`src/sv/critical_preserving_event_queue_macros.svh`:
```
// Assertion macros shared by the event queue modules.
`ifndef CRITICAL_PRESERVING_EVENT_QUEUE_MACROS_SVH
`define CRITICAL_PRESERVING_EVENT_QUEUE_MACROS_SVH

// Same-cycle implication, checked outside reset.
`define CEPQ_ASSERT_NOW(lbl, ante, cons, msg) \
  lbl: assert property (@(posedge clk) disable iff (rst) (ante) |-> (cons)) \
    else $error(msg);

// Next-cycle implication, checked outside reset.
`define CEPQ_ASSERT_NEXT(lbl, ante, cons, msg) \
  lbl: assert property (@(posedge clk) disable iff (rst) (ante) |=> (cons)) \
    else $error(msg);

`endif

```
`src/sv/cepq_pkg.sv`:
```
package cepq_pkg;

  // One stored event.
  typedef struct packed {
    logic        ctl;
    logic [7:0]  st;
    logic [7:0]  d1;
    logic [7:0]  d2;
    logic [1:0]  len;
    logic [15:0] tag;
  } entry_t;

  // What a cell shows its neighbors: valid, own critical flag,
  // all-critical flag over itself and every cell above, and the entry.
  typedef struct packed {
    logic   v;
    logic   k;
    logic   s;
    entry_t ent;
  } link_t;

  // Broadcast operation of one cycle.
  typedef enum logic [2:0] {
    OP_HOLD   = 3'd0,
    OP_APPEND = 3'd1,
    OP_DEQ    = 3'd2,
    OP_EVICT  = 3'd3,
    OP_SWEEP  = 3'd4
  } op_t;

  typedef struct packed {
    op_t    op;
    logic   crit;
    entry_t ent;
  } cell_ctl_t;

  // Command codes.
  localparam logic CMD_ENQ = 1'b0;
  localparam logic CMD_DEQ = 1'b1;

  // Eviction codes.
  localparam logic [1:0] EV_NONE   = 2'd0;
  localparam logic [1:0] EV_NEWEST = 2'd1;
  localparam logic [1:0] EV_OLDEST = 2'd2;

  // MIDI constants.
  localparam logic [7:0] ST_SYSTEM  = 8'hF0;
  localparam logic [3:0] HI_NOTEOFF = 4'h8;
  localparam logic [3:0] HI_NOTEON  = 4'h9;
  localparam logic [3:0] HI_CTRL    = 4'hB;
  localparam logic [7:0] CC_SUSTAIN = 8'd64;
  localparam logic [7:0] CC_SOUNDS  = 8'd120;
  localparam logic [7:0] CC_NOTES   = 8'd123;
  localparam logic [1:0] LEN_FULL   = 2'd3;

  typedef struct packed {
    logic        accepted;
    logic [1:0]  eviction;
    logic        out_valid;
    entry_t      ent;
    logic [6:0]  fill;
    logic [31:0] drop;
  } result_t;

  function automatic logic is_crit(entry_t e);
    logic cc;
    logic r;
    cc = (e.d1 == CC_SUSTAIN) || (e.d1 == CC_SOUNDS) || (e.d1 == CC_NOTES);
    if (e.ctl) begin
      r = 1'b1;
    end else if (e.st >= ST_SYSTEM || e.len != LEN_FULL) begin
      r = 1'b0;
    end else begin
      r = (e.st[7:4] == HI_NOTEOFF) ||
          (e.st[7:4] == HI_NOTEON && e.d2 == 8'd0) ||
          (e.st[7:4] == HI_CTRL && e.d2 == 8'd0 && cc);
    end
    return r;
  endfunction

endpackage

```
`src/sv/cepq_cell.sv`:
```
module cepq_cell (
  input  logic               clk,
  input  logic               rst,
  input  cepq_pkg::cell_ctl_t ctl,
  input  cepq_pkg::link_t    up,
  input  logic               lower_v,
  output cepq_pkg::link_t    self
);
  import cepq_pkg::*;

  logic   v;
  logic   k;
  logic   s;
  entry_t ent;

  // Control flags of the cell.
  always_ff @(posedge clk) begin
    if (rst) begin
      v <= 1'b0;
      k <= 1'b1;
      s <= 1'b1;
    end else begin
      unique case (ctl.op)
        OP_APPEND: begin
          if (!v && lower_v) begin
            v <= 1'b1;
            k <= ctl.crit;
            s <= ctl.crit;
          end else if (v) begin
            s <= s & ctl.crit;
          end
        end
        OP_DEQ: begin
          v <= up.v;
          k <= up.k;
          s <= up.s;
        end
        OP_EVICT: begin
          // cells from the evicted one upward close up
          if (up.s) begin
            if (up.v) begin
              v <= up.v;
              k <= up.k;
              s <= up.s;
            end else begin
              v <= 1'b1;
              k <= ctl.crit;
              s <= ctl.crit;
            end
          end
        end
        OP_SWEEP: s <= (k | !v) & up.s;
        default: ;
      endcase
    end
  end

  // Entry payload.
  always_ff @(posedge clk) begin
    unique case (ctl.op)
      OP_APPEND: if (!v && lower_v) ent <= ctl.ent;
      OP_DEQ:    ent <= up.ent;
      OP_EVICT: begin
        if (up.s) ent <= up.v ? up.ent : ctl.ent;
      end
      default: ;
    endcase
  end

  assign self = '{v: v, k: k, s: s, ent: ent};

`include "critical_preserving_event_queue_macros.svh"

  `CEPQ_ASSERT_NOW(a_thermo, v, lower_v, "valid cell above an empty cell")
  `CEPQ_ASSERT_NOW(a_empty_s, !v, s && up.s, "empty cell lost all-critical flag")
endmodule

```
`config.mk`:
```
export PLATFORM = sky130hd
export DESIGN_NAME = cepq_cell
export DESIGN_NICKNAME = d
export VERILOG_FILES = /design/src/sv/cepq_pkg.sv /design/src/sv/cepq_cell.sv
export VERILOG_INCLUDE_DIRS = /design/src /design/src/sv
export SDC_FILE = /design/constraint.sdc
export NUM_CORES = 1
export LEC_CHECK = 0
export BUFFER_PORTS_ARGS = -buffer_cell sky130_fd_sc_hd__buf_2
export CORE_MARGIN = 2
export CORE_UTILIZATION = 41
export DETAILED_ROUTE_END_ITERATION = 12
export PLACE_DENSITY_LB_ADDON = 0.08
export RECOVER_POWER = 100
export SLEW_MARGIN = 20
export SYNTH_ARGS = -nofsm -noshare
export SYNTH_HDL_FRONTEND = slang
export SYNTH_SLANG_ARGS = --single-unit
```
`constraint.sdc`:
```
create_clock -name clk -period 3.9 [get_ports clk]
set_input_delay 0.585 -clock clk [delete_from_list [all_inputs] [get_ports clk]]
set_output_delay 0.585 -clock clk [all_outputs]
set_load 0.03 [all_outputs]
```
### After elaboration in Yosys (flattened, before gate mapping)

Cells that the tools add are included.

| cells by class | value |
|---|---|
| add/subtract/negate cells | 0 |
| multipliers | 0 |
| shift operators | 0 |
| div/mod/pow operators | 0 |
| bitwise operators | 3 |
| eq/ne operators | 7 |
| reductions and logical operators | 6 |
| mux-type cells | 16 |
| order comparisons | 0 |

Operators by type and width:

| cell | number |
|---|---|
| $mux 43 | 3 |
| $pmux 43 s3 | 1 |
| $mux 1 | 9 |
| $eq 3x2->1 const B | 2 |
| $pmux 1 s3 | 2 |
| $reduce_and 3->1 | 2 |
| $ne 2x2->1 const B | 2 |
| $pmux 1 s4 | 1 |
| $reduce_bool 4->1 | 1 |
| $eq 3x1->1 const B | 1 |
| $eq 3x3->1 const B | 1 |
| $ne 3x3->1 const B | 1 |
| $reduce_bool 3->1 | 1 |
| $and 1x1->1 | 2 |
| $logic_and 1x1->1 | 1 |
| $logic_not 1->1 | 1 |
| $or 1x1->1 | 1 |

| storage, ports and cells | value |
|---|---|
| RAM bits | 0 |
| bits in latches | 0 |
| logic and storage cells | 41 |
| input port bits | 96 |
| ROM bits | 0 |
| output and inout bits | 46 |
| memories kept | 0 |
| flip-flop bits (word level) | 46 |

### Depth between registers and ports, before layout

Gate-level depths: netlist of run 1.

| logic depth | value |
|---|---|
| word-level depth | 4 |
| mapped depth | 6 |
| gate-level depth less buffers | 5 |

### Worst setup path before layout of run 1

Ideal clock, no wire load.

| timing | value |
|---|---|
| path kind | input-to-reg |
| from | input ctl[44] in the netlist's numbering |
| to | register k |
| setup time | 0.122 ns |
| stages on the path | 6 |
| data required time | 3.778 ns |
| arrival time | 3.534 ns |
| buffers on the path | 1 |
| setup slack | 0.244 ns |
| cell sequence | buf_2 -> inv_1 -> o21ai_0 -> a21oi_1 -> nor2b_1 -> a211o_1 |

| on the way | value |
|---|---|
| longest elaborated chain between the ends | 3 |
| elaborated cells between the ends (all ways) | 8 |
| classes of those cells | 5 x eq/ne; 1 x mux; 2 x reduce/logical |

Ends and longest elaborated chain:

| item | RTL line | text |
|---|---|---|
| start, declared | cepq_cell.sv:4 | `input cepq_pkg::cell_ctl_t ctl,` |
| $eq 3x1->1 or $eq 3x2->1 (tied branches) | cepq_cell.sv:23 | `unique case (ctl.op)` |
| $ne 2x2->1 (no line) or $reduce_bool 3->1 (tied branches) | n/a |  |
| $reduce_and 3->1 (no line) | n/a |  |
| end signal, assigned | cepq_cell.sv:27 | `k <= ctl.crit;` |
| end signal, assigned | cepq_cell.sv:35 | `k <= up.k;` |
| end signal, assigned | cepq_cell.sv:43 | `k <= up.k;` |
| end, declared | cepq_cell.sv:12 | `logic k;` |

Parallel ways exist; a longest one is shown, timed or not.
A chain may end at the register's enable or synchronous reset.

### Worst setup path after layout of run 1

| timing | value |
|---|---|
| from | input ctl[46] in the netlist's numbering |
| to | register ent, in the netlist self[16] (data pin) |

| on the way | value |
|---|---|
| longest elaborated chain between the ends | 2 |
| elaborated cells between the ends (all ways) | 4 |
| classes of those cells | 3 x eq/ne; 1 x mux |

Ends and longest elaborated chain:

| item | RTL line | text |
|---|---|---|
| $eq 3x2->1 or $eq 3x1->1 (tied branches) | cepq_cell.sv:60 | `unique case (ctl.op)` |
| $pmux 43 s3 * | cepq_cell.sv:60 |  |
| end signal, assigned | cepq_cell.sv:61 | `OP_APPEND: if (!v && lower_v) ent <= ctl.ent;` |
| end signal, assigned | cepq_cell.sv:62 | `OP_DEQ: ent <= up.ent;` |
| end signal, assigned | cepq_cell.sv:64 | `if (up.s) ent <= up.v ? up.ent : ctl.ent;` |
| end, declared | cepq_cell.sv:14 | `entry_t ent;` |

Mark *: on every way between the ends. The rest lies on a longest branch, timed or not.

==> results of run 1 <==
cells in the mapped netlist:
master,count
inv_1,3
mux2i_1,1
o22ai_1,1
nand3b_1,1
or3b_1,1
o2111ai_1,1
buf_4,3
dfxtp_1,3
o211ai_1,1
a21oi_4,1
nor2b_1,2
mux2_1,1
nand2b_4,1
a211o_1,2
nor3_1,2
a21oi_1,1
nand2b_1,1
o21ai_0,2
buf_6,4
nand2_1,1
mux2_2,43
buf_2,1
edfxtp_1,43
o31a_1,1
nor2_1,4
xnor2_1,1
power breakdown:
group	total, W	switching, W	internal (W)
sequential	0.000582	0.00000760	0.000575
clock	0.000269	0.000145	0.000123
combinational	0.000195	0.000111	0.0000834
total	0.00105	0.000264	0.000781
area by class of cell:
cell class	count	area (sq um)
fill	459	2190
sequential	46	1350
multi-input combinational	69	664
timing repair buffer	143	657
tap	70	87.6
clock buffer	6	72.6
inverter	3	11.3
clock inverter	2	8.76
layer usage:
layer	part of all wire [%]	wire, um
met4	2.3	102
met5	0	0
met2	52	2360
met3	8.2	370
met1	37	1690
state kept, by name, summed over array words and instances (netlist names):
signal	count
self	43
k	1
v	1
s	1
worst register-to-register path: stages (launching register included):
cell      delay [ns]
dfxtp_1         0.36
nor2b_1         0.16
nand3b_1        0.14
a21oi_4         0.69
clkbuf_1        0.84
stage by stage:
| stage | instance area [sq um] | instances | hold WS [ns] | setup slack, ns |
|---|---|---|---|---|
| 6_report | 2850 | 339 | 0.491 | 1.24 |
| 5_1_grt | 2850 | 339 | 0.471 | 0.991 |
| 4_1_cts | 2940 | 339 | 0.475 | 1.76 |
| 3_5_place_dp | 2850 | 331 | 0.509 | 1.45 |
| 3_3_place_gp | 2850 | 331 | 0.503 | 1.48 |
| 2_1_floorplan | 2110 | 126 | 0.469 | 0.244 |
worst paths after layout:
path	start	to	slack, ns	cells past startpoint
min	rst	v$_SDFFE_PP0P_	0.49	2
max reg2reg	v$_SDFFE_PP0P_	self[26]$_DFFE_PP_	1.32	4
max	ctl[46]	self[16]$_DFFE_PP_	1.24	5
min reg2reg	s$_SDFFE_PP1P_	s$_SDFFE_PP1P_	0.52	2
kinds of logic after synthesis:
| kind of cell | after synthesis | synth area share [%] |
|---|---|---|
| DFF | 46 | 64.1 |
| AOI/OAI and AO/OA | 10 | 3.80 |
| and+or+nand+nor | 13 | 3.68 |
| xor gates and xnor gates | 1 | 0.416 |
| muxes | 45 | 24.0 |
| buffers and inverters | 11 | 3.98 |
==> results.md, run 1 <==
* Status: finished clean
* DRT iter0 DRCs at 68
* Final Hold Viols at 0
* I/O pin total at 142
* Synth Register Bits at 46
* Synth Net Count at 222
* CTS tree: built
* CP cell instances: clkbuf_1 > nand2b_1 > a21oi_1 > buf_4 > mux2_2
* Critical path's slowest cell: a21oi_1
* Max_cap viols at 0
* Vias post-DR at 1554
* Port Buffers at 141
* Bufs and invs on worst path at 2
* CP required at 3.94 ns
* Core Region at 5040 sq um
* Initial core utilization at 41.8%
* # hold bufs at CTS at 0
* Startpoint types: input pin
* Largest net degree at the start of global routing at 35
* Final Setup Violations at 0
* GRT Total Usage at 15.3%
* Period utilization at 68.2%
* Yosys cell types at 26
* Pwr dens at 366 nW/um^2
* Overflow after GRT at 0
* Routing usage on met2 at 26.9%
* YS warnings at 0
* Rows at 26
* Final Max Tran Viols at 0
* Leading cell type in the layout, fill and taps excluded: buf_2
* Total power at 0.00105 W
* WS Path Type: in2reg
* Pre-antenna DRT Iters at 4
* DIE AREA at 5730 sq um
* Unrepaired setup endpoints after global routing: no
* Vias per cell at 4.58
* Critical Path Max Stage Delay at 0.79 ns
* CP endpoint kind: flip-flop
* VDD IR max at 0.182 mV
* Final net count at 364
* First-pass GRT wire length at 6380 um
* H-tree depth at 2
* Vias in the first global route at 1418
* Peak Freq at 376 MHz
* Gpl congestion at 0.841
* Grt met1 use at 16.6%
* Worst hold path class: in2reg
* Drt drc at 0
* Clock slew at reported path FFs at 0.08 ns
* Diode count at 0
* Number of buffers created by CTS at 5
* Pleak at 1.12 nW
* Crit path DAT at 2.71 ns
* Slew @ Worst Pin at 1.03 ns
* CTS Buffer Depth at 2
* DR WL/cell at 13.3 um
* Die span in x at 75.7 um
* Area delta synth->final at 35.4%
* Post-cts sizing count at 0
* Detailed Route WL at 4520 um
* Yosys top cell by area: edfxtp_1
* Setup skew after layout at 0.00458 ns
* Initial antenna violation count at 0
* Mapped Area at 2110 sq um
* Post-layout util at 56.6%
* Layout cells sized above 1 at 53.5%
* Clk sink count at 46
* Worst skew pair latency at 0.29 ns
* Largest cells by area after synthesis: edfxtp_1 61%, mux2_2 23%, dfxtp_1 2.9%
* DRT antenna net count at 0
* Mapped Cells at 126
* Most frequent cells in the layout: 93 x buf_2, 50 x clkbuf_1, 43 x mux2_2, 43 x edfxtp_1, 5 x clkbuf_8
* Die extent in y at 75.7 um
* Setup TNS at 0 ns
* CP delay by family, top: compound AO/OA/AOI/OAI gates
* GRT Max-Usage Layer: met2
* Clock Tree Root: clkbuf_8
* Crit path max fanout at 34
* Fin crit period at 2.66 ns
* GR met3 Demand/Resource at 5.03%
* Share of the synthesized area in the top cell type at 61.3%
* Seq/Total Area, Yosys at 64.1%
* Post-CTS setup buffers at 0
* Worst rel slew slack at 31.3%
* Avg Cell Area, Syn at 16.7 sq um
Power figures use the tool's default switching activity.
==> inputs of run 2 (changes only) <==
- clock period: 3.9 -> 2.7 ns (I/O delays scaled with it)
==> run 2 against run 1 <==
Net effect: non-clock buffer count rose by 1; sequential share of layout area fell by 0.25 points; critical path type unchanged; highest routed layer unchanged; design area rose by 0.53%; largest cell class unchanged; largest power group unchanged; critical endpoint is now self[13]$_DFFE_PP_.
==> results.md, run 2 (same netlist as run 1, synthesis figures left out) <==
* Status: finished clean
* DP HPWL at 3420 um
* Final WS setup at 0.585 ns (-0.654 ns)
* Power share of the sequential group at 55.2% (-0.5 points)
* CP cell instances: clkbuf_1 > nand2b_1 > a21oi_1 > clkbuf_1 > mux2_2
* Leading cell type in the layout, fill and taps excluded: buf_2
* Most frequent cells in the layout: 94 x buf_2, 48 x clkbuf_1, 43 x edfxtp_1, 40 x mux2_2, 5 x clkbuf_8
* Switching share of power at 25.8% (+0.56 points)
* Max FFs per register at 43 (unchanged)
* CP required at 2.74 ns (-1.20 ns)
* Final Hold Viols at 0 (unchanged)
* Pre-antenna DRT Iters at 4 (unchanged)
* Pleak at 1.13 nW (+0.98%)
* Combinational power share at 18.7% (about the same)
* Crit path DAT at 2.15 ns (-0.56 ns)
* Setup TNS at 0 ns (unchanged)
* I/O pin total at 142 (unchanged)
* Post-place setup slack at 0.673 ns (-0.776 ns)
* DR WL/cell at 13.0 um (-2.5%)
* WS Path Type: in2reg
* Clock slew at reported path FFs at 0.07 ns (about the same)
* Vias per cell at 4.54 (-1.1%)
* CP delay by family, top: buffers and inverters
* Vias post-DR at 1542 (-0.77%)
* Vias in the first global route at 1326 (-6.5%)
* Met3 WL at 429 um (+16%)
* Final Setup Violations at 0 (unchanged)
* Final Max Tran Viols at 0 (unchanged)
* Placed Cells at 332 (+0.30%)
* Port Buffers at 141 (unchanged)
* Worst rel slew slack at 25.2% (-6.1 points)
* Critical Path Max Stage Delay at 0.77 ns (-0.02 ns)
* Overflow after GRT at 0 (unchanged)
* CTS tree: built
* Peak Freq at 473 MHz
* Area delta synth->final at 36.1%
* CP endpoint kind: flip-flop
* Slew @ Worst Pin at 1.12 ns (+0.0921 ns)
* Power share of the clock group at 26.1% (+0.4 points)
* Worst hold path class: in2reg
* GRT Total Usage at 15.4% (+0.099 points)
* Fin crit period at 2.12 ns
* Power Internal at 0.00113 W (+45%)
* FF-to-FF End: self[13]$_DFFE_PP_
* Largest net degree at the start of global routing at 28 (-20%)
* Highest Signal Layer: met4
* Gpl congestion at 0.848 (+0.82%)
* Hold Crit Depth at 2 (unchanged)
* Worst skew pair latency at 0.29 ns (about the same)
* Most used cell, CP: clkbuf_1
* Period utilization at 78.3%
* Pwr dens at 531 nW/um^2 (+45%)
* Depth of the most critical reg-to-reg path at 4 (unchanged)
* Rows at 26 (unchanged)
* Clock Tree Root: clkbuf_8
* Final instance count without filler cells at 340 (+0.29%)
* Layout cells sized above 1 at 53.0% (-0.57 points)
* Max_cap viols at 0 (unchanged)
* Min-Delay Endpoint: v$_SDFFE_PP0P_
* Final net count at 365 (+0.27%)
* DRT iter0 DRCs at 54 (-21%)
* Die extent in y at 75.7 um (unchanged)
* Diode count at 0 (unchanged)
* DIE AREA at 5730 sq um (unchanged)
* Setup skew after layout at 0.0107 ns (+0.00609 ns)
* H-tree depth at 2 (unchanged)
* Initial antenna violation count at 0 (unchanged)
* Crit path max fanout at 20 (-41%)
* Post-CTS setup buffers at 0 (unchanged)
* Clk sink count at 46 (unchanged)
* Worst hold start: rst
* Initial core utilization at 41.8% (unchanged)
* Core Region at 5040 sq um (unchanged)
* Die span in x at 75.7 um (unchanged)
* # hold bufs at CTS at 0 (unchanged)
* Wire length on met2 at 2160 um (-8.7%)
* First-pass GRT wire length at 6340 um (-0.53%)
* Wl on met1 at 1810 um (+7.5%)
* RR Startpoint: v$_SDFFE_PP0P_
* Bufs and invs on worst path at 2 (unchanged)
* DRT antenna net count at 0 (unchanged)
* Hold slack at 0.319 ns (-0.172 ns)
* Critical path's slowest cell: clkbuf_1
* Drt drc at 0 (unchanged)
* Unrepaired setup endpoints after global routing: no
* Post-cts sizing count at 0 (unchanged)
* Sw Pwr at 0.000393 W (+49%)
* Startpoint types: input pin
* Number of buffers created by CTS at 5 (unchanged)
* Detailed Route WL at 4420 um (-2.2%)
* VDD IR max at 0.397 mV (+120%)
* Reg2reg setup slack at 0.60 ns (-0.72 ns)
* CTS Buffer Depth at 2 (unchanged)
## run 2: cell types whose count changed in the layout (fill, tap and decap cells not counted), sizes merged
cell | previous run | this run
clkbuf | 55 | 54
clkinv | 2 | 3
buf | 94 | 95
## run 2: final cells by class
class | count | area [sq um]
well taps | 70 | 87.6
flip-flops and latches | 46 | 1350
clock inverters | 3 | 16.3
multi-input cells | 69 | 657
clock buffers | 5 | 68.8
fillers | 449 | 2170
inverters | 3 | 11.3
repair buffers | 144 | 676
## run 2: power by group through the flow
stage / clock [W] / combinational [W] / sequential [W]
global route: 0.000445 / 0.000311 / 0.000845
CTS: 0.000416 / 0.000306 / 0.000840
global placement: 0 / 0.000302 / 0.000855
floorplan: 0 / 0.000118 / 0.000927
finish: 0.000398 / 0.000285 / 0.000841
detailed placement: 0 / 0.000305 / 0.000856
## run 2: worst max path at each step
| stage | slack, ns | endpoint | from | cells after the start |
|---|---|---|---|---|
| after floorplan | 0.11 | k$_SDFFE_PP1P_ | ctl[44] | 6 |
| after global placement | 0.74 | self[23]$_DFFE_PP_ | lower_v | 5 |
| after detailed placement | 0.67 | v$_SDFFE_PP0P_ | lower_v | 7 |
| after CTS | 0.83 | v$_SDFFE_PP0P_ | v$_SDFFE_PP0P_ | 6 |
| after global routing | 0.38 | self[13]$_DFFE_PP_ | ctl[46] | 5 |
| final | 0.58 | self[13]$_DFFE_PP_ | ctl[46] | 5 |
## run 2: per-layer routing
| metal | track usage (%) | vias to the layer above |
|---|---|---|
| met5 | 0 | - |
| met4 | 5.26 | 0 |
| met3 | 6.48 | 2 |
| met2 | 24.6 | 82 |
| met1 | 18.8 | 692 |
| li1 | - | 766 |
## run 2: stage by stage
stage	total power [W]	utilization, %	area [sq um]
6_report	0.00152	56.9	2870
5_1_grt	0.00160	56.9	2870
4_1_cts	0.00156	58.7	2960
3_5_place_dp	0.00116	57.0	2870
3_3_place_gp	0.00116	57.0	2870
2_1_floorplan	0.00104	-	2110
==> inputs of run 3 (changes only) <==
- CORE_UTILIZATION: 41 -> 37
- clock period: 2.7 -> 1.84 ns (I/O delays scaled with it)
==> run 3 against run 2 <==
Net effect: final cell count increased by 0.59%; clock power increased by 80%; via count increased by 1.6%; worst setup slack got worse by 0.36 ns; critical path depth unchanged; register-to-register slack got worse by 0.24 ns; core utilization decreased by 3.4 points; first-iteration DRC count decreased by 39%; wire length increased by 5.0%; clock-buffer cell count unchanged.
==> results.md, run 3 (same netlist as run 1, synthesis figures left out) <==
* GRT Total Usage at 14.5% (-0.92 points)
* Number of buffers created by CTS at 5 (unchanged)
* DR WL/cell at 13.6 um (+4.3%)
* Vias in the first global route at 1526 (+15%)
* CTS tree: built
* Pre-antenna DRT Iters at 3 (-1)
* H-tree depth at 2 (unchanged)
* DRT antenna net count at 0 (unchanged)
* DRT iter0 DRCs at 33 (-39%)
* Wl on met1 at 1960 um (+8.3%)
* Detailed Route WL at 4640 um (+5.0%)
* Final net count at 366 (+0.27%)
* VDD IR max at 0.321 mV (-19%)
* Layout cells sized above 1 at 55.6% (+2.6 points)
* Pleak at 1.17 nW (+2.9%)
* Bufs and invs on worst path at 2 (unchanged)
* Worst skew pair latency at 0.29 ns (about the same)
* Met3 WL at 493 um (+15%)
* Largest net degree at the start of global routing at 27 (-3.6%)
* Wire length on met2 at 2120 um (-2.0%)
* DIE AREA at 6310 sq um (+10%)
* Die span in x at 79.5 um (+5.0%)
* Most frequent cells in the layout: 94 x buf_2, 47 x clkbuf_1, 43 x mux2_2, 43 x edfxtp_1, 5 x clkbuf_8
* CP cell instances: clkbuf_1 > nand2b_4 > a21oi_1 > buf_12 > mux2_2
* Hold slack at 0.176 ns (-0.143 ns)
* WS Path Type: in2reg
* Area delta synth->final at 39.8%
* Drt drc at 0 (unchanged)
* Setup skew after layout at 0.00731 ns (-0.00336 ns)
* Worst rel slew slack at 64.3% (+39 points)
* CP endpoint kind: flip-flop
* Max_cap viols at 0 (unchanged)
* Gpl congestion at 0.712 (-16%)
* Initial core utilization at 38.3% (-3.5 points)
* Startpoint types: input pin
* I/O pin total at 142 (unchanged)
* Fin crit period at 1.62 ns
* Clock slew at reported path FFs at 0.08 ns (about the same)
* Post-CTS setup buffers at 0 (unchanged)
* Rows at 27 (+3.8%)
* Clock Tree Root: clkbuf_8
* First-pass GRT wire length at 6940 um (+9.5%)
* Diode count at 0 (unchanged)
* Final Setup Violations at 0 (unchanged)
* Initial antenna violation count at 0 (unchanged)
* Max FFs per register at 43 (unchanged)
* Port Buffers at 141 (unchanged)
* Crit path DAT at 1.66 ns (-0.49 ns)
* Pwr dens at 809 nW/um^2 (+52%)
* Slew @ Worst Pin at 0.535 ns (-0.587 ns)
* Unrepaired setup endpoints after global routing: no
* Overflow after GRT at 0 (unchanged)
* Leading cell type in the layout, fill and taps excluded: buf_2
* DP HPWL at 3580 um (+4.5%)
* Clk sink count at 46 (unchanged)
* CP delay by family, top: compound AO/OA/AOI/OAI gates
* CP required at 1.88 ns (-0.86 ns)
* Worst hold path class: in2reg
* Crit path max fanout at 25 (+25%)
* CTS Buffer Depth at 2 (unchanged)
* Post-cts sizing count at 0 (unchanged)
* Peak Freq at 618 MHz
* Die extent in y at 79.5 um (+5.0%)
* Highest Signal Layer: met4
* Period utilization at 88.0%
* # hold bufs at CTS at 0 (unchanged)
* Final Hold Viols at 0 (unchanged)
* Status: finished clean
* Vias post-DR at 1567 (+1.6%)
* Core Region at 5510 sq um (+9.2%)
* Final Max Tran Viols at 0 (unchanged)
* Critical Path Max Stage Delay at 0.43 ns (-0.34 ns)
* Vias per cell at 4.58 (+1.0%)
* Critical path's slowest cell: a21oi_1
* Total power at 0.00238 W (+56%)
-- run 3: path summary, 6_finish.rpt --
path                       start            endpoint  slack (ns)  cells past startpoint
setup / recovery         ctl[46]  self[17]$_DFFE_PP_        0.22                      5
hold / removal               rst      v$_SDFFE_PP0P_        0.18                      2
setup reg to reg  v$_SDFFE_PP0P_  self[11]$_DFFE_PP_        0.36                      4
hold reg to reg   s$_SDFFE_PP1P_      s$_SDFFE_PP1P_        0.52                      2
-- run 3: worst reg2reg max path, cell delays in order, from the launching register on --
cell	delay (ns)
dfxtp_1	0.36
nor2b_1	0.17
nand3b_1	0.14
a21oi_4	0.19
buf_4	0.30
-- run 3: where the power goes --
group | total [W] | leakage, nW | internal, W | switching [W]
Sequential | 0.00123 | 0.426 | 0.00122 | 0.0000171
Clock | 0.000715 | 0.0517 | 0.000393 | 0.000322
Combinational | 0.000433 | 0.689 | 0.000192 | 0.000240
-- run 3: routing by layer --
metal	track usage (%)	vias to the layer above
met5	0	-
met4	4.83	0
met3	5.77	6
met2	23.8	87
met1	17.2	711
li1	-	763
-- run 3: cell type report --
type	count	area (sq um)
multi-input combinational	69	676
clock inverter	2	33.8
tap	72	90.1
fill	499	2560
sequential	46	1350
inverter	3	11.3
timing repair buffer	145	714
clock buffer	5	68.8
-- run 3: through the flow --
stage	util, %	area, sq um	setup slack (ns)	std cells	setup TNS, ns
6_report	53.5	2950	0.221	342	0
5_1_grt	53.5	2950	0.146	342	0
4_1_cts	54.8	3020	0.372	342	0
3_5_place_dp	52.9	2910	0.202	335	0
3_3_place_gp	52.9	2910	0.229	335	0
2_1_floorplan	-	2120	-0.0229	126	-0.0229
