### config.mk
export PLATFORM = sky130hd
export DESIGN_NAME = cepq_ctrl
export DESIGN_NICKNAME = d
export VERILOG_FILES = /design/src/sv/cepq_pkg.sv /design/src/sv/cepq_ctrl.sv
export VERILOG_INCLUDE_DIRS = /design/src /design/src/sv
export SDC_FILE = /design/constraint.sdc
export NUM_CORES = 1
export LEC_CHECK = 0
export BUFFER_PORTS_ARGS = -buffer_cell sky130_fd_sc_hd__buf_2
export CORE_MARGIN = 2
export CORE_UTILIZATION = 45
export DETAILED_ROUTE_END_ITERATION = 6
export GPL_TIMING_DRIVEN = 0
export PLACE_DENSITY = 0.74
export SLEW_MARGIN = 25
export SYNTH_ARGS = -nofsm -noshare
export SYNTH_HDL_FRONTEND = slang
export SYNTH_SLANG_ARGS = --single-unit
export TNS_END_PERCENT = 100
### constraint.sdc
create_clock -name clk -period 8 [get_ports clk]
set_input_delay 0 -clock clk [delete_from_list [all_inputs] [get_ports clk]]
set_output_delay 0 -clock clk [all_outputs]
set_load 0.05 [all_outputs]
### src/sv/critical_preserving_event_queue_macros.svh
// Assertion macros shared by the event queue modules.
`ifndef CRITICAL_PRESERVING_EVENT_QUEUE_MACROS_SVH
`define CRITICAL_PRESERVING_EVENT_QUEUE_MACROS_SVH

// Same-cycle implication, checked outside reset.
`define CEPQ_ASSERT_NOW(lbl, ante, cons, msg) \
  lbl: assert property (@(posedge clk) disable iff (rst) (ante) |-> (cons)) \
    else $error(msg);

// Next-cycle implication, checked outside reset.
`define CEPQ_ASSERT_NEXT(lbl, ante, cons, msg) \
  lbl: assert property (@(posedge clk) disable iff (rst) (ante) |=> (cons)) \
    else $error(msg);

`endif

### src/sv/cepq_pkg.sv
package cepq_pkg;

  // One stored event.
  typedef struct packed {
    logic        ctl;
    logic [7:0]  st;
    logic [7:0]  d1;
    logic [7:0]  d2;
    logic [1:0]  len;
    logic [15:0] tag;
  } entry_t;

  // What a cell shows its neighbors: valid, own critical flag,
  // all-critical flag over itself and every cell above, and the entry.
  typedef struct packed {
    logic   v;
    logic   k;
    logic   s;
    entry_t ent;
  } link_t;

  // Broadcast operation of one cycle.
  typedef enum logic [2:0] {
    OP_HOLD   = 3'd0,
    OP_APPEND = 3'd1,
    OP_DEQ    = 3'd2,
    OP_EVICT  = 3'd3,
    OP_SWEEP  = 3'd4
  } op_t;

  typedef struct packed {
    op_t    op;
    logic   crit;
    entry_t ent;
  } cell_ctl_t;

  // Command codes.
  localparam logic CMD_ENQ = 1'b0;
  localparam logic CMD_DEQ = 1'b1;

  // Eviction codes.
  localparam logic [1:0] EV_NONE   = 2'd0;
  localparam logic [1:0] EV_NEWEST = 2'd1;
  localparam logic [1:0] EV_OLDEST = 2'd2;

  // MIDI constants.
  localparam logic [7:0] ST_SYSTEM  = 8'hF0;
  localparam logic [3:0] HI_NOTEOFF = 4'h8;
  localparam logic [3:0] HI_NOTEON  = 4'h9;
  localparam logic [3:0] HI_CTRL    = 4'hB;
  localparam logic [7:0] CC_SUSTAIN = 8'd64;
  localparam logic [7:0] CC_SOUNDS  = 8'd120;
  localparam logic [7:0] CC_NOTES   = 8'd123;
  localparam logic [1:0] LEN_FULL   = 2'd3;

  typedef struct packed {
    logic        accepted;
    logic [1:0]  eviction;
    logic        out_valid;
    entry_t      ent;
    logic [6:0]  fill;
    logic [31:0] drop;
  } result_t;

  function automatic logic is_crit(entry_t e);
    logic cc;
    logic r;
    cc = (e.d1 == CC_SUSTAIN) || (e.d1 == CC_SOUNDS) || (e.d1 == CC_NOTES);
    if (e.ctl) begin
      r = 1'b1;
    end else if (e.st >= ST_SYSTEM || e.len != LEN_FULL) begin
      r = 1'b0;
    end else begin
      r = (e.st[7:4] == HI_NOTEOFF) ||
          (e.st[7:4] == HI_NOTEON && e.d2 == 8'd0) ||
          (e.st[7:4] == HI_CTRL && e.d2 == 8'd0 && cc);
    end
    return r;
  endfunction

endpackage

### src/sv/cepq_ctrl.sv
module cepq_ctrl #(
  parameter int DEPTH = 64
) (
  input  logic                clk,
  input  logic                rst,
  input  logic                s_tvalid,
  output logic                s_tready,
  input  logic                cmd,
  input  cepq_pkg::entry_t    new_ent,
  input  cepq_pkg::link_t     head,
  input  logic                m_tready,
  output logic                m_tvalid,
  output cepq_pkg::result_t   res,
  output cepq_pkg::cell_ctl_t cell_ctl
);
  import cepq_pkg::*;

  localparam int CNT_W = $clog2(DEPTH + 1);
  localparam int CW    = $clog2(DEPTH);

  typedef enum logic [1:0] {
    ST_RUN   = 2'b01,
    ST_SWEEP = 2'b10
  } state_t;

  state_t           state;
  state_t           state_next;
  logic [CW-1:0]    sweep_cnt;
  logic [CW-1:0]    sweep_cnt_next;
  logic [CNT_W-1:0] count;
  logic [CNT_W-1:0] count_next;
  logic [31:0]      drop;
  logic [31:0]      drop_next;
  logic             take;
  logic             full;
  logic             new_crit;
  op_t              op;
  result_t          res_next;
  logic [CNT_W+6:0] count_wide;

  assign new_crit = is_crit(new_ent);
  assign full     = (count == CNT_W'(DEPTH));
  assign s_tready = (state == ST_RUN) && (!m_tvalid || m_tready);
  assign take     = s_tvalid && s_tready;

  // Pick the operation for the cell row.
  always_comb begin
    priority if (state == ST_SWEEP) op = OP_SWEEP;
    else if (!take) op = OP_HOLD;
    else if (cmd == CMD_DEQ) op = (count != '0) ? OP_DEQ : OP_HOLD;
    else if (!full) op = OP_APPEND;
    else if (!new_crit) op = OP_HOLD;
    else op = OP_EVICT;
  end

  assign cell_ctl = '{op: op, crit: new_crit, ent: new_ent};

  // Count and drop counter.
  always_comb begin
    count_next = count;
    drop_next  = drop;
    unique case (op)
      OP_APPEND: count_next = count + CNT_W'(1);
      OP_DEQ:    count_next = count - CNT_W'(1);
      default: ;
    endcase
    if (take && cmd == CMD_ENQ && full && !new_crit) drop_next = drop + 32'd1;
  end

  assign count_wide = {7'd0, count_next};

  // Result of the accepted beat.
  always_comb begin
    res_next      = '0;
    res_next.fill = count_wide[6:0];
    res_next.drop = drop_next;
    if (op == OP_APPEND || op == OP_EVICT) res_next.accepted = 1'b1;
    if (op == OP_EVICT) res_next.eviction = head.s ? EV_OLDEST : EV_NEWEST;
    if (op == OP_DEQ) begin
      res_next.out_valid = 1'b1;
      res_next.ent       = head.ent;
    end
  end

  // Sequencer: a newest-non-critical eviction rebuilds the flags below it.
  always_comb begin
    state_next     = state;
    sweep_cnt_next = sweep_cnt;
    unique case (state)
      ST_RUN: begin
        if (op == OP_EVICT && !head.s) begin
          state_next     = ST_SWEEP;
          sweep_cnt_next = CW'(DEPTH - 1);
        end
      end
      ST_SWEEP: begin
        sweep_cnt_next = sweep_cnt - CW'(1);
        if (sweep_cnt == CW'(1)) state_next = ST_RUN;
      end
      default: state_next = ST_RUN;
    endcase
  end

  always_ff @(posedge clk) begin
    if (rst) begin
      state     <= ST_RUN;
      sweep_cnt <= '0;
      count     <= '0;
      drop      <= '0;
      m_tvalid  <= 1'b0;
    end else begin
      state     <= state_next;
      sweep_cnt <= sweep_cnt_next;
      count     <= count_next;
      drop      <= drop_next;
      if (take) m_tvalid <= 1'b1;
      else if (m_tready) m_tvalid <= 1'b0;
    end
  end

  // Hold the result until taken.
  always_ff @(posedge clk) begin
    if (take) res <= res_next;
  end

`include "critical_preserving_event_queue_macros.svh"

  `CEPQ_ASSERT_NOW(a_sweep_stall, state == ST_SWEEP, !s_tready, "beat taken during sweep")
  `CEPQ_ASSERT_NOW(a_count_max, 1'b1, count <= CNT_W'(DEPTH), "fill count past depth")
  `CEPQ_ASSERT_NEXT(a_evict_sweep, op == OP_EVICT && !head.s, state == ST_SWEEP,
                    "no sweep after newest non-critical eviction")
  `CEPQ_ASSERT_NEXT(a_deq_count, op == OP_DEQ, count + CNT_W'(1) == $past(count),
                    "dequeue did not lower count")
endmodule
; Word-level counts from Yosys, hierarchy flattened
; Cells that the tools add are included.
[word_totals]
output_inout_bits = 135
regBits = 134
wordCells = 83
[classes]
reduce_logical = 25
bitwise = 1
muxes = 20
addsub = 4
n_eq_ne = 16
n_lt_le_gt_ge = 1
[ops]
columns = op, n
row1 = 44-bit 2-to-1 mux, 1
row2 = "32-bit by 1-bit adder with 32-bit output, second input constant", 1
row3 = 32-bit 2-to-1 mux, 1
row4 = "8-bit by 7-bit == test with 1-bit output, second input constant", 3
row5 = 2-bit 2-to-1 mux, 8
row6 = 7-bit case mux with 2 select lines, 1
row7 = "4-bit == test, second input constant", 3
row8 = 6-bit case mux with 2 select lines, 1
row9 = 1-bit logical AND, 9
row10 = "8-bit >= comparator, second input constant", 1
row11 = 8-bit logical NOT, 1
row12 = "7-bit by 1-bit adder with 7-bit output, second input constant", 1
row13 = "7-bit == test, second input constant", 1
row14 = 1-bit logical OR, 7
row15 = 7-bit nonzero test, 1
row16 = "7-bit by 1-bit subtractor with 7-bit output, second input constant", 1
row17 = "3-bit by 2-bit == test with 1-bit output, second input constant", 2
row18 = "6-bit by 1-bit == test with 1-bit output, second input constant", 1
row19 = 6-bit 2-to-1 mux, 1
row20 = "6-bit by 1-bit subtractor with 6-bit output, second input constant", 1
row21 = 1-bit 2-to-1 mux, 5
row22 = "2-bit by 1-bit != test with 1-bit output, second input constant", 2
row23 = 2-bit case mux with 2 select lines, 1
row24 = 2-bit AND reduction, 2
row25 = other kinds (8), 11

; Depth between registers and ports, before layout
; Gate-level depths: netlist (run 1).
[logic_depth]
ltp_word = 16
ltp_mapped = 15

; Least setup slack after synthesis (run 1)
; Ideal clock, no wire load.
[synth_path]
path_kind = register to register
start = reg m_tvalid
end = reg res[38] (netlist name) (data pin)
arrival_time_ns = 5.821
path_slack_ns = 1.916
path_stages_with_launch = 16
setup_time_ns = 0.263
required_ns = 7.737
path_cell_list = dfxtp_1 > nor2b_1 > nor2_1 > nand2_1 > inv_1 > o21ai_0 > nor2_1 > clkbuf_1 > inv_1 > fa_1 > nand2b_1 > a21oi_1 > o21a_1 > nor2_1 > mux2_2 > mux2i_1
[synth_via]
elab_chain_len = 8
elab_cells_between_ends = 9
[synth_rtl]
columns = element, line_no
row1 = "start, declared", cepq_ctrl.sv:12  ; output logic m_tvalid,
row2 = "start signal, assigned", cepq_ctrl.sv:110  ; m_tvalid <= 1'b0;
row3 = "start signal, assigned", cepq_ctrl.sv:116  ; if (take) m_tvalid <= 1'b1;
row4 = "start signal, assigned", cepq_ctrl.sv:117  ; else if (m_tready) m_tvalid <= 1'b0;
row5 = 1-bit logical NOT *, cepq_ctrl.sv:43  ; assign s_tready = (state == ST_RUN) && (!m_tvalid || m_tready);
row6 = 1-bit logical OR *, cepq_ctrl.sv:43
row7 = 1-bit logical AND *, cepq_ctrl.sv:43
row8 = net s_tready, cepq_ctrl.sv:7  ; output logic s_tready,
row9 = 1-bit logical AND *, cepq_ctrl.sv:44  ; assign take = s_tvalid && s_tready;
row10 = net take, cepq_ctrl.sv:34  ; logic take;
row11 = 2-bit 2-to-1 mux *, cepq_ctrl.sv:49  ; else if (!take) op = OP_HOLD;
row12 = 3-bit 2-to-1 mux *, cepq_ctrl.sv:48  ; priority if (state == ST_SWEEP) op = OP_SWEEP;
row13 = 3-bit by 2-bit == test with 1-bit output or 3-bit by 1-bit == test with 1-bit output (tied branches), cepq_ctrl.sv:62  ; unique case (op)
row14 = 7-bit case mux with 2 select lines *, cepq_ctrl.sv:62
row15 = net count_next[6], cepq_ctrl.sv:31  ; logic [CNT_W-1:0] count_next;
row16 = "end signal, assigned", cepq_ctrl.sv:123  ; if (take) res <= res_next;
row17 = "end, declared", cepq_ctrl.sv:13  ; output cepq_pkg::result_t res,
; The timed path passes the listed nets; every way through them passes the cells marked *.
; A chain may end at the register's enable or synchronous reset.

; Worst setup path after layout (run 1)
[layout_path]
start = reg state[1]
end = reg res[38] (netlist name) (data pin)
[layout_via]
elab_chain_len = 7
elab_cells_between_ends = 9
[layout_rtl]
columns = element, line_no
row1 = "start, declared", cepq_ctrl.sv:26  ; state_t state;
row2 = "start signal, assigned", cepq_ctrl.sv:112  ; state <= state_next;
row3 = 2-bit by 1-bit == test with 1-bit output *, cepq_ctrl.sv:43
row4 = 1-bit logical AND *, cepq_ctrl.sv:43
row5 = 1-bit logical AND *, cepq_ctrl.sv:44
row6 = net take, cepq_ctrl.sv:34
row7 = 2-bit 2-to-1 mux *, cepq_ctrl.sv:49
row8 = 3-bit 2-to-1 mux *, cepq_ctrl.sv:48
row9 = 3-bit by 2-bit == test with 1-bit output or 3-bit by 1-bit == test with 1-bit output (tied branches), cepq_ctrl.sv:62
row10 = 7-bit case mux with 2 select lines *, cepq_ctrl.sv:62
row11 = net count_next[6], cepq_ctrl.sv:31
; Marks and branches as above.

==> parameters.txt, run 1 <==
Parameter                              Value

Critical path
  Worst R2R Path Depth ... 15
  Category of the worst setup path launch point ... register
  Worst setup endpoint ... res[38]
  Beginning of the critical path ... state[1]
  Data required time at the worst endpoint ... 8240 ps
  Worst Path Arrival ... 4500 ps
  Maximum fanout along the worst path ... 39
  Type of destination of the critical path ... register
  Setup slack of the most critical reg-to-reg path ... roughly 3700 ps
  RR Endpoint ... res[38]
  Setup CP Type ... register to register
  Reg-to-reg critical path startpoint ... state[1]

Place
  Post-DP HPWL ... 9930 um
  Buffers on Ports ... 205
  Dpl cell area ... 0.00741 mm2
  Routability congestion estimate from global placement ... 0.860
  Pre-CTS setup slack ... 3790 ps

Clock network
  Number of H-tree levels ... 4
  Clock Tree Root ... clkbuf_16
  CTS-repair resized insts ... 0
  Sink count of the clock tree ... 134
  Inserted Clock Buffers ... 17
  CTS tree ... done
  Clock slew seen by the registers of the worst setup and hold paths ... 60 ps
  Post CTS Setup Buffer Count ... 0
  Number of buffers inserted by hold repair at cts ... 45
  Worst skew pair latency ... 410 ps
  Number of buffers on the longest clock path ... 2

Final layout
  Most frequent standard cell in the layout excluding fill and tap cells ... buf_2
  Most frequent cells in the layout ... buf_2, edfxtp_1, dfxtp_1, and2_1, dlygate4sd3_1
  Share of layout cells above drive strength 1 ... a little under two fifths
  Number of nets at the end of the flow ... roughly 890
  Number of diodes added for antenna fixing ... 0
  Cell area after layout ... approximately 0.0084 mm2
  Area delta synth->final ... 36.8%

Timing
  Achievable Freq ... ~230 MHz
  Crit path time final ... 4270 ps
  Worst Tran Pin Value ... between 700 and 800 ps
  Setup WS post-layout ... 3730 ps
  Final period util ... 53.3%
  Final setup viols ... 0
  Worst clock skew ... approximately 15 ps
  Max-Slew Margin vs Limit ... ~49%
  Final Hold Viols ... 0
  Total negative slack for setup checks ... 0 ps
  RSZ-0062 raised after global routing ... false
  Max-slew violation count ... 0

GRT
  Overall global routing resource usage ... 19.4%
  Via count of the first global-routing pass ... 4558
  Global-route wire length before repair ... around 22000 um
  Antenna violations before repair ... 0
  Global route overflow ... 0
  Pin count of the biggest net entering global routing ... 52

Pwr
  Peak supply drop ... 144 uV
  Leakage power figure ... 3.74 nW
  Total power ... approximately 1.8 mW
  Pwr per Cell Area ... 219 mW/mm2

Drt
  Final wirelength ... between 10000 and 15000 um
  Via count of the routed design ... 4737
  Detailed-route vias per instance ... 4.83
  Count of unresolved DRC violations after routing ... 0
  Pre-Repair DR Iteration Count ... 4
  Post-route antenna net violation count ... 0
  First-iteration detailed-routing DRC count ... 299
  Detailed-route wire length per cell ... 14.5 um

Floorplanning
  I/O pin count ... 229
  Y dimension of the die ... 121 um
  Initial core utilization ... between 40 and 50%
  Overall die area ... 0.0146 mm2
  Area of the core region ... about 0.013 mm2
  Die Span X ... around 120 um
  Number of rows in the core area ... 42

Logic synthesis
  Yosys synthesis warning count ... 0
  Post-synthesis register bit count ... 134
  Post-synthesis sequential area ratio ... 57.7%
  Net count after synthesis ... 624
  Post-synth EDFFs ... 86
  Unique cell type count in the Yosys netlist ... 52
  Post-Synthesis Cell Area ... slightly above 0.006 mm2
  Synthesized instance count ... 521
  Average size of a mapped cell ... 11.8 um2
  Async set or reset register ratio after synthesis ... 0%
  Primary FF master, synth ... edfxtp_1

Run
  Number of max-cap violations ... 0

Min path
  Hold Crit Depth ... 4
  Class of the most critical hold timing path ... primary input to register

Outcome
  Result of the run ... finished clean
synthesized netlist by cell type, types with 2 or more instances:
cell / instances / area (um2)
a21o_1: 4 / 30.0
nor2b_1: 38 / 238
and3_1: 9 / 56.3
nand2b_1: 4 / 25.0
nand2_2: 2 / 12.5
mux2_2: 18 / 203
mux2i_1: 2 / 20.0
a21oi_1: 21 / 105
inv_1: 11 / 41.3
nand2_1: 20 / 75.1
xor2_1: 16 / 140
nor4_1: 3 / 18.8
edfxtp_1: 86 / 2580
buf_4: 44 / 330
o21ai_0: 9 / 45.0
and4_1: 2 / 17.5
ha_1: 8 / 100
a21boi_0: 5 / 37.5
nand4_1: 10 / 62.6
xnor2_1: 22 / 193
dfxtp_1: 48 / 961
nand3b_1: 2 / 15.0
o2111ai_1: 2 / 17.5
clkbuf_1: 14 / 52.6
or3_1: 2 / 12.5
and2_1: 47 / 294
nand3_1: 10 / 50.1
nor3_1: 7 / 35.0
nor2_1: 31 / 116
o2111ai_2: 2 / 30.0
report_power, final:
group | switching, mW | internal [mW]
clock | 0.261 | 0.430
sequential | 0.0137 | 0.779
combinational | 0.247 | 0.104
total | 0.522 | 1.31
state kept, by name (all words and copies together), names as in the netlist:
signal / count
res: 86
drop: 32
count: 7
sweep_cnt: 6
state: 2
m_tvalid: 1
how the worst min path moves through the flow:
stage	to	slack, ps	start
2_1_floorplan	cell_ctl[0]	170	new_ent[0]
3_3_place_gp	res[52]	280	head[13]
3_5_place_dp	res[55]	280	head[16]
4_1_cts	drop[2]	10	new_ent[42]
5_1_grt	drop[2]	30	new_ent[42]
6_report	drop[2]	20	new_ent[42]
worst max-delay path: stages, from the launching register on:
cell      delay (ps)
dfxtp_1          300
nand2b_1         190
nor2_1           130
nand2_1          210
inv_4            450
o21ai_0          220
nor2_1           510
clkbuf_1         520
inv_1            120
fa_1             420
nand2b_1         180
a21oi_1          200
o21a_1           140
nor2_1            60
mux2_2           280
mux2i_1          160
kinds of logic (layout without fill, tap and decap cells):
family                   Yosys count  count (layout)  share of synthesized area (%)
AND/OR/NAND/NOR                  197             197                           18.5
flip-flops                       134             134                           57.7
buffers and inverters             70             353                           6.99
AO/OA/AOI/OAI                     53              53                           5.73
XOR/XNOR                          38              38                           5.42
multiplexers                      20              20                           3.63
adder cells (fa/ha/maj)            9               9                           1.96
metal layers:
layer / part of all wire [%] / up-vias / wire length [um] / global-route usage [%]
met5: 0 / - / 0 / 0
met4: 1.6 / 0 / 228 / 7.85
met3: 6.3 / 18 / 902 / 4.91
met2: 50 / 173 / 7150 / 34.3
met1: 42 / 2221 / 5960 / 22.4
li1: - / 2325 / - / -
metrics by stage:
| step | util [%] | instances | hold slack (ps) |
|---|---|---|---|
| 6_report | 63.1 | 980 | 22.0 |
| 5_1_grt | 63.1 | 980 | 33.4 |
| 4_1_cts | 63.1 | 980 | 10.7 |
| 3_5_place_dp | 55.8 | 903 | 280 |
| 3_3_place_gp | 55.5 | 902 | 277 |
| 2_1_floorplan | - | 521 | 167 |
cell type report:
class                      instances  area [um2]
tap                              176         220
timing repair buffer             251        1500
fill                            1024        4900
buffer                            59         388
clock buffer                      28         508
sequential                       134        3540
inverter                          11        43.8
multi-input combinational        317        2170
clock inverter                     4        21.3
Power figures use the tool's default switching activity.
==> run 2: changes to the inputs <==
--- a/config.mk
+++ b/config.mk
@@ -6,12 +6,13 @@
 export SDC_FILE = /design/constraint.sdc
 export NUM_CORES = 1
 export LEC_CHECK = 0
+export ABC_AREA = 1
 export BUFFER_PORTS_ARGS = -buffer_cell sky130_fd_sc_hd__buf_2
 export CORE_MARGIN = 2
 export CORE_UTILIZATION = 45
 export DETAILED_ROUTE_END_ITERATION = 6
 export GPL_TIMING_DRIVEN = 0
-export PLACE_DENSITY = 0.74
+export PLACE_DENSITY = 0.73
 export SLEW_MARGIN = 25
 export SYNTH_ARGS = -nofsm -noshare
 export SYNTH_HDL_FRONTEND = slang
==> constraint.sdc (replaced) <==
create_clock -name clk -period 4.4 [get_ports clk]
set_input_delay 0 -clock clk [delete_from_list [all_inputs] [get_ports clk]]
set_output_delay 0 -clock clk [all_outputs]
set_load 0.05 [all_outputs]
==> run 2 against run 1 <==
  * Via count up 17%
  * Synthesized area increased by 6.1%
  * Worst hold slack improved by 20 ps
  * Critical path depth grew 1
  * Synthesized cell count grew 40%
  * Maximum frequency rose by 19%
  * Cell count up 22%
  * Global-route usage increased by 0.52 points
  * Power grew 100%
  * Clock power increased by 130%
  * Largest power group is now clock
==> parameters.txt, run 2 <==
Parameter                              Value

Timing
  Total negative slack for setup checks ... 0 ps (unchanged)
  Max-slew violation count ... 0 (unchanged)
  Achievable Freq ... 279 MHz (was 234 MHz)
  Worst Tran Pin Value ... 844 ps (was 758 ps)
  RSZ-0062 raised after global routing ... false (unchanged)
  Max-Slew Margin vs Limit ... 43.7% (was 49.3%)
  Final setup viols ... 0 (unchanged)
  Final period util ... 81.5% (was 53.3%)
  Crit path time final ... 3590 ps (was 4270 ps)
  Final Hold Viols ... 0 (unchanged)
  Worst clock skew ... 17.1 ps (was 14.7 ps)

Pwr
  Leakage power figure ... 4.34 nW (was 3.74 nW)
  Sequential share of power ... 39.1% (was 43.2%)
  Pwr per Cell Area ... 422 mW/mm2 (was 219 mW/mm2)
  Sw Ratio ... 29.3% (was 28.5%)
  Fraction of power consumed by the clock network ... 41.6% (was 37.7%)
  Peak supply drop ... 273 uV (was 144 uV)
  Internal cell power ... 2.65 mW (was 1.31 mW)
  NetSw ... 1.10 mW (was 0.522 mW)
  Combinational fraction of design power ... 19.3% (was 19.2%)

Drt
  Via count of the routed design ... 5534 (was 4737)
  Detailed-route vias per instance ... 4.65 (was 4.83)
  Final wirelength ... 15500 um (was 14200 um)
  First-iteration detailed-routing DRC count ... 306 (was 299)
  Count of unresolved DRC violations after routing ... 0 (unchanged)
  Detailed-route wire length per cell ... 13.0 um (was 14.5 um)
  Post-route antenna net violation count ... 0 (unchanged)
  Pre-Repair DR Iteration Count ... 5 (was 4)

Logic synthesis
  Cell with the most instances after synthesis ... nand2_1 (was edfxtp_1)
  Average size of a mapped cell ... 8.93 um2 (was 11.8 um2)
  Yosys synthesis warning count ... 0 (unchanged)
  Primary FF master, synth ... edfxtp_1 (unchanged)
  Synthesized instance count ... 729 (was 521)
  Leading post-synthesis cells by instance count ... nand2_1, inv_1, nor2_1, edfxtp_1, dfxtp_1 (was edfxtp_1, dfxtp_1, and2_1, buf_4, nor2b_1)
  Async set or reset register ratio after synthesis ... 0% (unchanged)
  Net count after synthesis ... 832 (was 624)
  Yosys top cell area share ... 39.7% (was 42.1%)
  Unique cell type count in the Yosys netlist ... 35 (was 52)
  Post-Synthesis Cell Area ... 0.00651 mm2 (was 0.00614 mm2)
  Post-synth EDFFs ... 86 (unchanged)
  Post-synthesis sequential area ratio ... 54.4% (was 57.7%)
  Post-synthesis register bit count ... 134 (unchanged)
  Cell types occupying the most area after synthesis ... edfxtp_1, dfxtp_1, nand2_1 (was edfxtp_1, dfxtp_1, buf_4)
  Cell type with the largest total area after synthesis ... edfxtp_1 (unchanged)

Final layout
  Area delta synth->final ... 36.1% (was 36.8%)
  Share of the core filled with cells in the final layout ... 63.4% (was 63.1%)
  Fillers ... 1184 (was 1024)
  Flip-flop count of the largest register after layout ... 86 (unchanged)
  Most frequent cells in the layout ... buf_2, nand2_1, inv_1, nor2_1, edfxtp_1 (was buf_2, edfxtp_1, dfxtp_1, and2_1, dlygate4sd3_1)
  Number of diodes added for antenna fixing ... 0 (unchanged)
  Most frequent standard cell in the layout excluding fill and tap cells ... buf_2 (unchanged)
  Area occupied by multi-input gates ... 0.00212 mm2 (was 0.00217 mm2)
  Register bank with the most flops ... res (unchanged)
  Registers with the most flip-flops ... res x86, drop x32, count x7 (unchanged)
  Share of layout cells above drive strength 1 ... 31.9% (was 37.9%)
  Register area ... 0.00354 mm2 (unchanged)
  Number of nets at the end of the flow ... 1101 (was 894)

Outcome
  Result of the run ... finished clean (unchanged)

Clock network
  Inserted Clock Buffers ... 17 (unchanged)
  Number of H-tree levels ... 4 (unchanged)
  Sink count of the clock tree ... 134 (unchanged)
  Post CTS Setup Buffer Count ... 0 (unchanged)
  Clock Tree Root ... clkbuf_16 (unchanged)
  Worst skew pair latency ... 420 ps (was 410 ps)
  Number of buffers on the longest clock path ... 2 (unchanged)
  Clock slew seen by the registers of the worst setup and hold paths ... 60 ps (about the same)
  CTS tree ... done (unchanged)

Min path
  End point of the worst hold path ... state[1] (was drop[2])
  Hold Crit Depth ... 2 (was 4)
  Startpoint of the tightest hold check path ... rst (was new_ent[42])
  Class of the most critical hold timing path ... primary input to register (unchanged)

GRT
  Overall global routing resource usage ... 19.9% (was 19.4%)
  Global route hottest layer ... met2 (unchanged)
  Global-route wire length before repair ... 25000 um (was 21900 um)
  Via count of the first global-routing pass ... 5266 (was 4558)
  Pin count of the biggest net entering global routing ... 94 (was 52)
  Met1 usage in global routing ... 25.6% (was 22.4%)
  GR met2 Demand/Resource ... 32.8% (was 34.3%)
  Met3 demand-to-capacity share in global routing ... 4.85% (was 4.91%)
  Antenna violations before repair ... 0 (unchanged)
  Global route overflow ... 0 (unchanged)

Critical path
  Reg-to-reg critical path startpoint ... m_tvalid (was state[1])
  Setup slack of the most critical reg-to-reg path ... 810 ps (was 3730 ps)
  Setup CP Type ... register to register (unchanged)
  Category of the worst setup path launch point ... register (unchanged)
  Worst Path Arrival ... 3940 ps (was 4500 ps)
  Type of destination of the critical path ... register (unchanged)
  Data required time at the worst endpoint ... 4750 ps (was 8240 ps)
  Worst R2R Path Depth ... 16 (was 15)
  Maximum fanout along the worst path ... 93 (was 39)
  RR Endpoint ... count[6] (was res[38])

Floorplanning
  Y dimension of the die ... 124 um (was 121 um)
  I/O pin count ... 229 (unchanged)
  Number of rows in the core area ... 43 (was 42)
  Die Span X ... 124 um (was 121 um)
  Overall die area ... 0.0155 mm2 (was 0.0146 mm2)
  Initial core utilization ... 46.6% (was 46.2%)
  Area of the core region ... 0.0140 mm2 (was 0.0133 mm2)

Run
  Number of max-cap violations ... 0 (unchanged)

Place
  Post-DP HPWL ... 10800 um (was 9930 um)
  Buffers on Ports ... 205 (unchanged)
  Routability congestion estimate from global placement ... 0.876 (was 0.860)
==> run 2: worst max path at each step <==
| stage | start | endpoint |
|---|---|---|
| final | m_tvalid | count[6] |
| after global routing | state[0] | count[6] |
| after CTS | m_tvalid | count[6] |
| after detailed placement | m_tvalid | count[6] |
| after global placement | m_tvalid | count[6] |
| after floorplan | m_tvalid | res[38] |
==> run 2: stage by stage <==
| step | total power [mW] | hold slack [ps] | cell area [um2] | cells | setup WS (ps) |
|---|---|---|---|---|---|
| after global routing | 3.88 | 68.6 | 8860 | 1191 | 498 |
| after floorplan | 2.01 | 167 | 6510 | 729 | 293 |
| after CTS | 3.76 | 39.0 | 8860 | 1191 | 779 |
| after global placement | 2.17 | 292 | 7760 | 1114 | 601 |
| final | 3.74 | 42.1 | 8860 | 1191 | 812 |
| after detailed placement | 2.18 | 302 | 7770 | 1114 | 843 |
==> run 2: layer usage <==
layer	wire length, um	part of all wire (%)	vias up
met5	0	0	-
met4	270	1.7	0
met3	999	6.5	24
met2	7230	47	218
met1	6990	45	2489
li1	-	-	2803
==> run 2: timing repair <==
item,4_1_cts,5_1_grt
gates resized for setup,0,0
hold buffers,45,0
hold endpoints to repair,45,0
==> run 2: power groups by stage <==
stage / Clock (mW) / Sequential [mW] / Combinational (mW)
finish: 1.56 / 1.46 / 0.721
global placement: 0 / 1.49 / 0.680
detailed placement: 0 / 1.49 / 0.688
CTS: 1.57 / 1.46 / 0.722
global route: 1.64 / 1.47 / 0.769
floorplan: 0 / 1.72 / 0.289
==> run 2: kinds of logic after synthesis <==
logic type | after synthesis | share of synthesized area [%]
flops | 134 | 54.4
xor+xnor | 34 | 4.57
fa+ha+maj | 9 | 1.84
simple gates | 323 | 21.1
buf+inv | 173 | 13.1
compound gates | 56 | 5.01
==> run 2: final cells by class <==
class / count / share of cell area, %
repair buffers: 250 / 16.7
plain buffers: 62 / 4.94
multi-input cells: 422 / 23.9
clock buffers: 19 / 4.88
flip-flops and latches: 134 / 40.0
clock inverters: 13 / 2.40
inverters: 111 / 4.70
well taps: 180 / 2.54
==> run 2: worst max-delay path: stages (launching register included) <==
cell	delay, ps
dfxtp_1	300
inv_1	40
nor2_1	50
nor3_2	110
and2_1	150
buf_6	620
o211ai_1	220
buf_4	240
buf_2	200
fa_1	420
o21ai_0	310
a21oi_1	110
o21bai_1	190
nand2_1	80
o21ai_1	100
xor2_1	200
and2_1	150
==> run 3: changes to the inputs <==
--- a/config.mk
+++ b/config.mk
@@ -12,7 +12,7 @@
 export CORE_UTILIZATION = 45
 export DETAILED_ROUTE_END_ITERATION = 6
 export GPL_TIMING_DRIVEN = 0
-export PLACE_DENSITY = 0.73
+export PLACE_DENSITY = 0.76
 export SLEW_MARGIN = 25
 export SYNTH_ARGS = -nofsm -noshare
 export SYNTH_HDL_FRONTEND = slang
==> constraint.sdc (replaced) <==
create_clock -name clk -period 2.9 [get_ports clk]
set_input_delay 0 -clock clk [delete_from_list [all_inputs] [get_ports clk]]
set_output_delay 0 -clock clk [all_outputs]
set_load 0.05 [all_outputs]
==> run 3 against run 2 <==
  * Routed wire length increased by 3.7%
  * Count of clock-buffer cells in the layout did not move
  * Cell count rose by 0.92%
  * Global-route usage rose by 0.66 points
  * Critical path type unchanged
==> parameters.txt, run 3 (synthesis results as in run 2) <==
Parameter                              Value

Outcome
  Result of the run ... finished clean (unchanged)

Place
  Pre-CTS setup slack ... -198 ps (was 843 ps)
  Post-DP HPWL ... 10700 um (was 10800 um)
  Routability congestion estimate from global placement ... 0.944 (was 0.876)
  Dpl cell area ... 0.00781 mm2 (was 0.00777 mm2)
  Buffers on Ports ... 205 (unchanged)

Final layout
  Cell area after layout ... 0.00897 mm2 (was 0.00886 mm2)
  Most frequent standard cell in the layout excluding fill and tap cells ... buf_2 (unchanged)
  Most frequent cells in the layout ... buf_2, nand2_1, inv_1, nor2_1, edfxtp_1 (unchanged)
  Area delta synth->final ... 37.7% (was 36.1%)
  Number of diodes added for antenna fixing ... 0 (unchanged)
  Flip-flop count of the largest register after layout ... 86 (unchanged)
  Registers with the most flip-flops ... res x86, drop x32, count x7 (unchanged)
  Number of nets at the end of the flow ... 1112 (was 1101)
  Share of layout cells above drive strength 1 ... 33.6% (was 31.9%)
  Register bank with the most flops ... res (unchanged)

Timing
  Worst Tran Pin Value ... 675 ps (was 844 ps)
  Achievable Freq ... 378 MHz (was 279 MHz)
  Max-slew violation count ... 0 (unchanged)
  Final Hold Viols ... 0 (unchanged)
  Worst clock skew ... 10.7 ps (was 17.1 ps)
  Max-Slew Margin vs Limit ... 55.0% (was 43.7%)
  RSZ-0062 raised after global routing ... false (unchanged)
  Crit path time final ... 2650 ps (was 3590 ps)
  Setup WS post-layout ... 255 ps (was 812 ps)
  Final setup viols ... 0 (unchanged)
  Final period util ... 91.2% (was 81.5%)

Critical path
  Critical path buffers and inverters ... 4 (unchanged)
  Setup CP Type ... register to register (unchanged)
  List of cells traversed by the critical path ... inv_2 > nor2_2 > nor3_4 > and2_4 > buf_16 > o211ai_1 > buf_6 > buf_6 > fa_2 > o21ai_2 > a21oi_1 > o21bai_1 > nand2_1 > o21ai_2 > xor2_1 > and2_1 (was inv_1 > nor2_1 > nor3_2 > and2_1 > buf_6 > o211ai_1 > buf_4 > buf_2 > fa_1 > o21ai_0 > a21oi_1 > o21bai_1 > nand2_1 > o21ai_1 > xor2_1 > and2_1)
  Maximum fanout along the worst path ... 10 (was 93)
  Category of the worst setup path launch point ... register (unchanged)
  Worst Path Arrival ... 3000 ps (was 3940 ps)
  Critical Path Slowest Stage Cell ... fa_2 (was buf_6)
  Peak per-stage delay on the critical path ... 350 ps (was 620 ps)
  Type of destination of the critical path ... register (unchanged)
  Total number of cells along the worst setup path ... 16 (unchanged)
  Data required time at the worst endpoint ... 3250 ps (was 4750 ps)
  Cell type group with the largest total delay on the critical path ... simple AND/OR/NAND/NOR gates (was buffers and inverters)
  Worst R2R Path Depth ... 16 (unchanged)

Floorplanning
  Die Span X ... 124 um (unchanged)
  I/O pin count ... 229 (unchanged)
  Number of rows in the core area ... 43 (unchanged)
  Y dimension of the die ... 124 um (unchanged)
  Initial core utilization ... 46.6% (unchanged)
  Area of the core region ... 0.0140 mm2 (unchanged)
  Overall die area ... 0.0155 mm2 (unchanged)

Clock network
  Clock Tree Root ... clkbuf_16 (unchanged)
  Number of buffers on the longest clock path ... 2 (unchanged)
  Worst skew pair latency ... 410 ps (was 420 ps)
  Clock slew seen by the registers of the worst setup and hold paths ... 60 ps (about the same)
  Sink count of the clock tree ... 134 (unchanged)
  Inserted Clock Buffers ... 17 (unchanged)
  CTS tree ... done (unchanged)
  Number of H-tree levels ... 4 (unchanged)

Pwr
  Internal cell power ... 3.71 mW (was 2.65 mW)
  Combinational fraction of design power ... 21.4% (was 19.3%)
  Leakage power figure ... 4.40 nW (was 4.34 nW)
  Pwr per Cell Area ... 599 mW/mm2 (was 422 mW/mm2)
  Sequential share of power ... 41.3% (was 39.1%)
  Sw Ratio ... 30.9% (was 29.3%)
  Fraction of power consumed by the clock network ... 37.3% (was 41.6%)
  Peak supply drop ... 459 uV (was 273 uV)
  NetSw ... 1.66 mW (was 1.10 mW)

Min path
  Hold Crit Depth ... 2 (unchanged)
  Class of the most critical hold timing path ... primary input to register (unchanged)

Drt
  Post-route antenna net violation count ... 0 (unchanged)
  Detailed-route wire length per cell ... 13.4 um (was 13.0 um)
  Pre-Repair DR Iteration Count ... 5 (unchanged)
  Via count of the routed design ... 5578 (was 5534)
  Final wirelength ... 16100 um (was 15500 um)
  Count of unresolved DRC violations after routing ... 0 (unchanged)
  First-iteration detailed-routing DRC count ... 326 (was 306)
  Detailed-route vias per instance ... 4.64 (was 4.65)

GRT
  Overall global routing resource usage ... 20.6% (was 19.9%)
  Global route overflow ... 0 (unchanged)
  Antenna violations before repair ... 0 (unchanged)
  Pin count of the biggest net entering global routing ... 47 (was 94)
  Global-route wire length before repair ... 25800 um (was 25000 um)
  Via count of the first global-routing pass ... 5348 (was 5266)

Run
  Number of max-cap violations ... 0 (unchanged)
-- run 3: cell types whose count changed in the layout (fill, tap and decap cells not counted), sizes merged --
cell	before	now
buf	261	269
bufbuf	0	2
bufinv	5	1
clkbuf	25	26
clkinv	2	5
clkinvlp	0	4
inv	117	114
-- run 3: path summary, 6_finish.rpt --
| check | start | slack [ps] | end |
|---|---|---|---|
| min reg2reg | drop[6] | 490 | drop[6] |
| min | rst | 70 | drop[0] |
| max reg2reg | m_tvalid | 250 | count[6] |
| max | m_tvalid | 250 | count[6] |
-- run 3: power groups by stage --
stage / clock, mW / sequential, mW / combinational, mW
floorplan: 0 / 2.61 / 0.454
global placement: 0 / 2.25 / 1.04
detailed placement: 0 / 2.26 / 1.06
CTS: 2.04 / 2.22 / 1.13
global route: 2.13 / 2.23 / 1.23
finish: 2.01 / 2.22 / 1.15
-- run 3: cell type report --
cell class / count / area (um2)
Timing Repair Buffer: 261 / 1630
Buffer: 62 / 464
Clock inverter: 13 / 106
Sequential cell: 134 / 3550
Fill cell: 1163 / 5020
Multi-Input combinational cell: 422 / 2140
Tap cell: 180 / 225
Clock buffer: 19 / 443
Inverter: 111 / 417
-- run 3: through the flow --
stage / cells / util, % / power [mW] / setup TNS, ps / hold WS (ps)
final: 1202 / 64.1 / 5.38 / 0 / 73.4
after CTS: 1193 / 63.5 / 5.38 / 0 / 56.3
after global placement: 1114 / 55.8 / 3.29 / -342 / 293
after detailed placement: 1114 / 55.8 / 3.31 / -368 / 302
after global routing: 1202 / 64.1 / 5.59 / 0 / 108
after floorplan: 729 / - / 3.06 / -1500 / 167
-- run 3: per-layer routing --
layer | vias up | share of wire (%) | GRT usage (%)
met3 | 15 | 6.3 | 5.11
li1 | 2829 | - | -
met1 | 2521 | 45 | 26.9
met4 | 0 | 1.3 | 6.74
met2 | 213 | 47 | 33.7
met5 | - | 0 | 0
-- run 3: what timing repair did --
item,4_1_cts,5_1_grt
cloned,2,1
pin swaps,0,8
buffers inserted,0,8
resized for setup,0,3
endpoints found under the setup margin,4,3
hold buffers,45,0
hold endpoints to repair,45,0
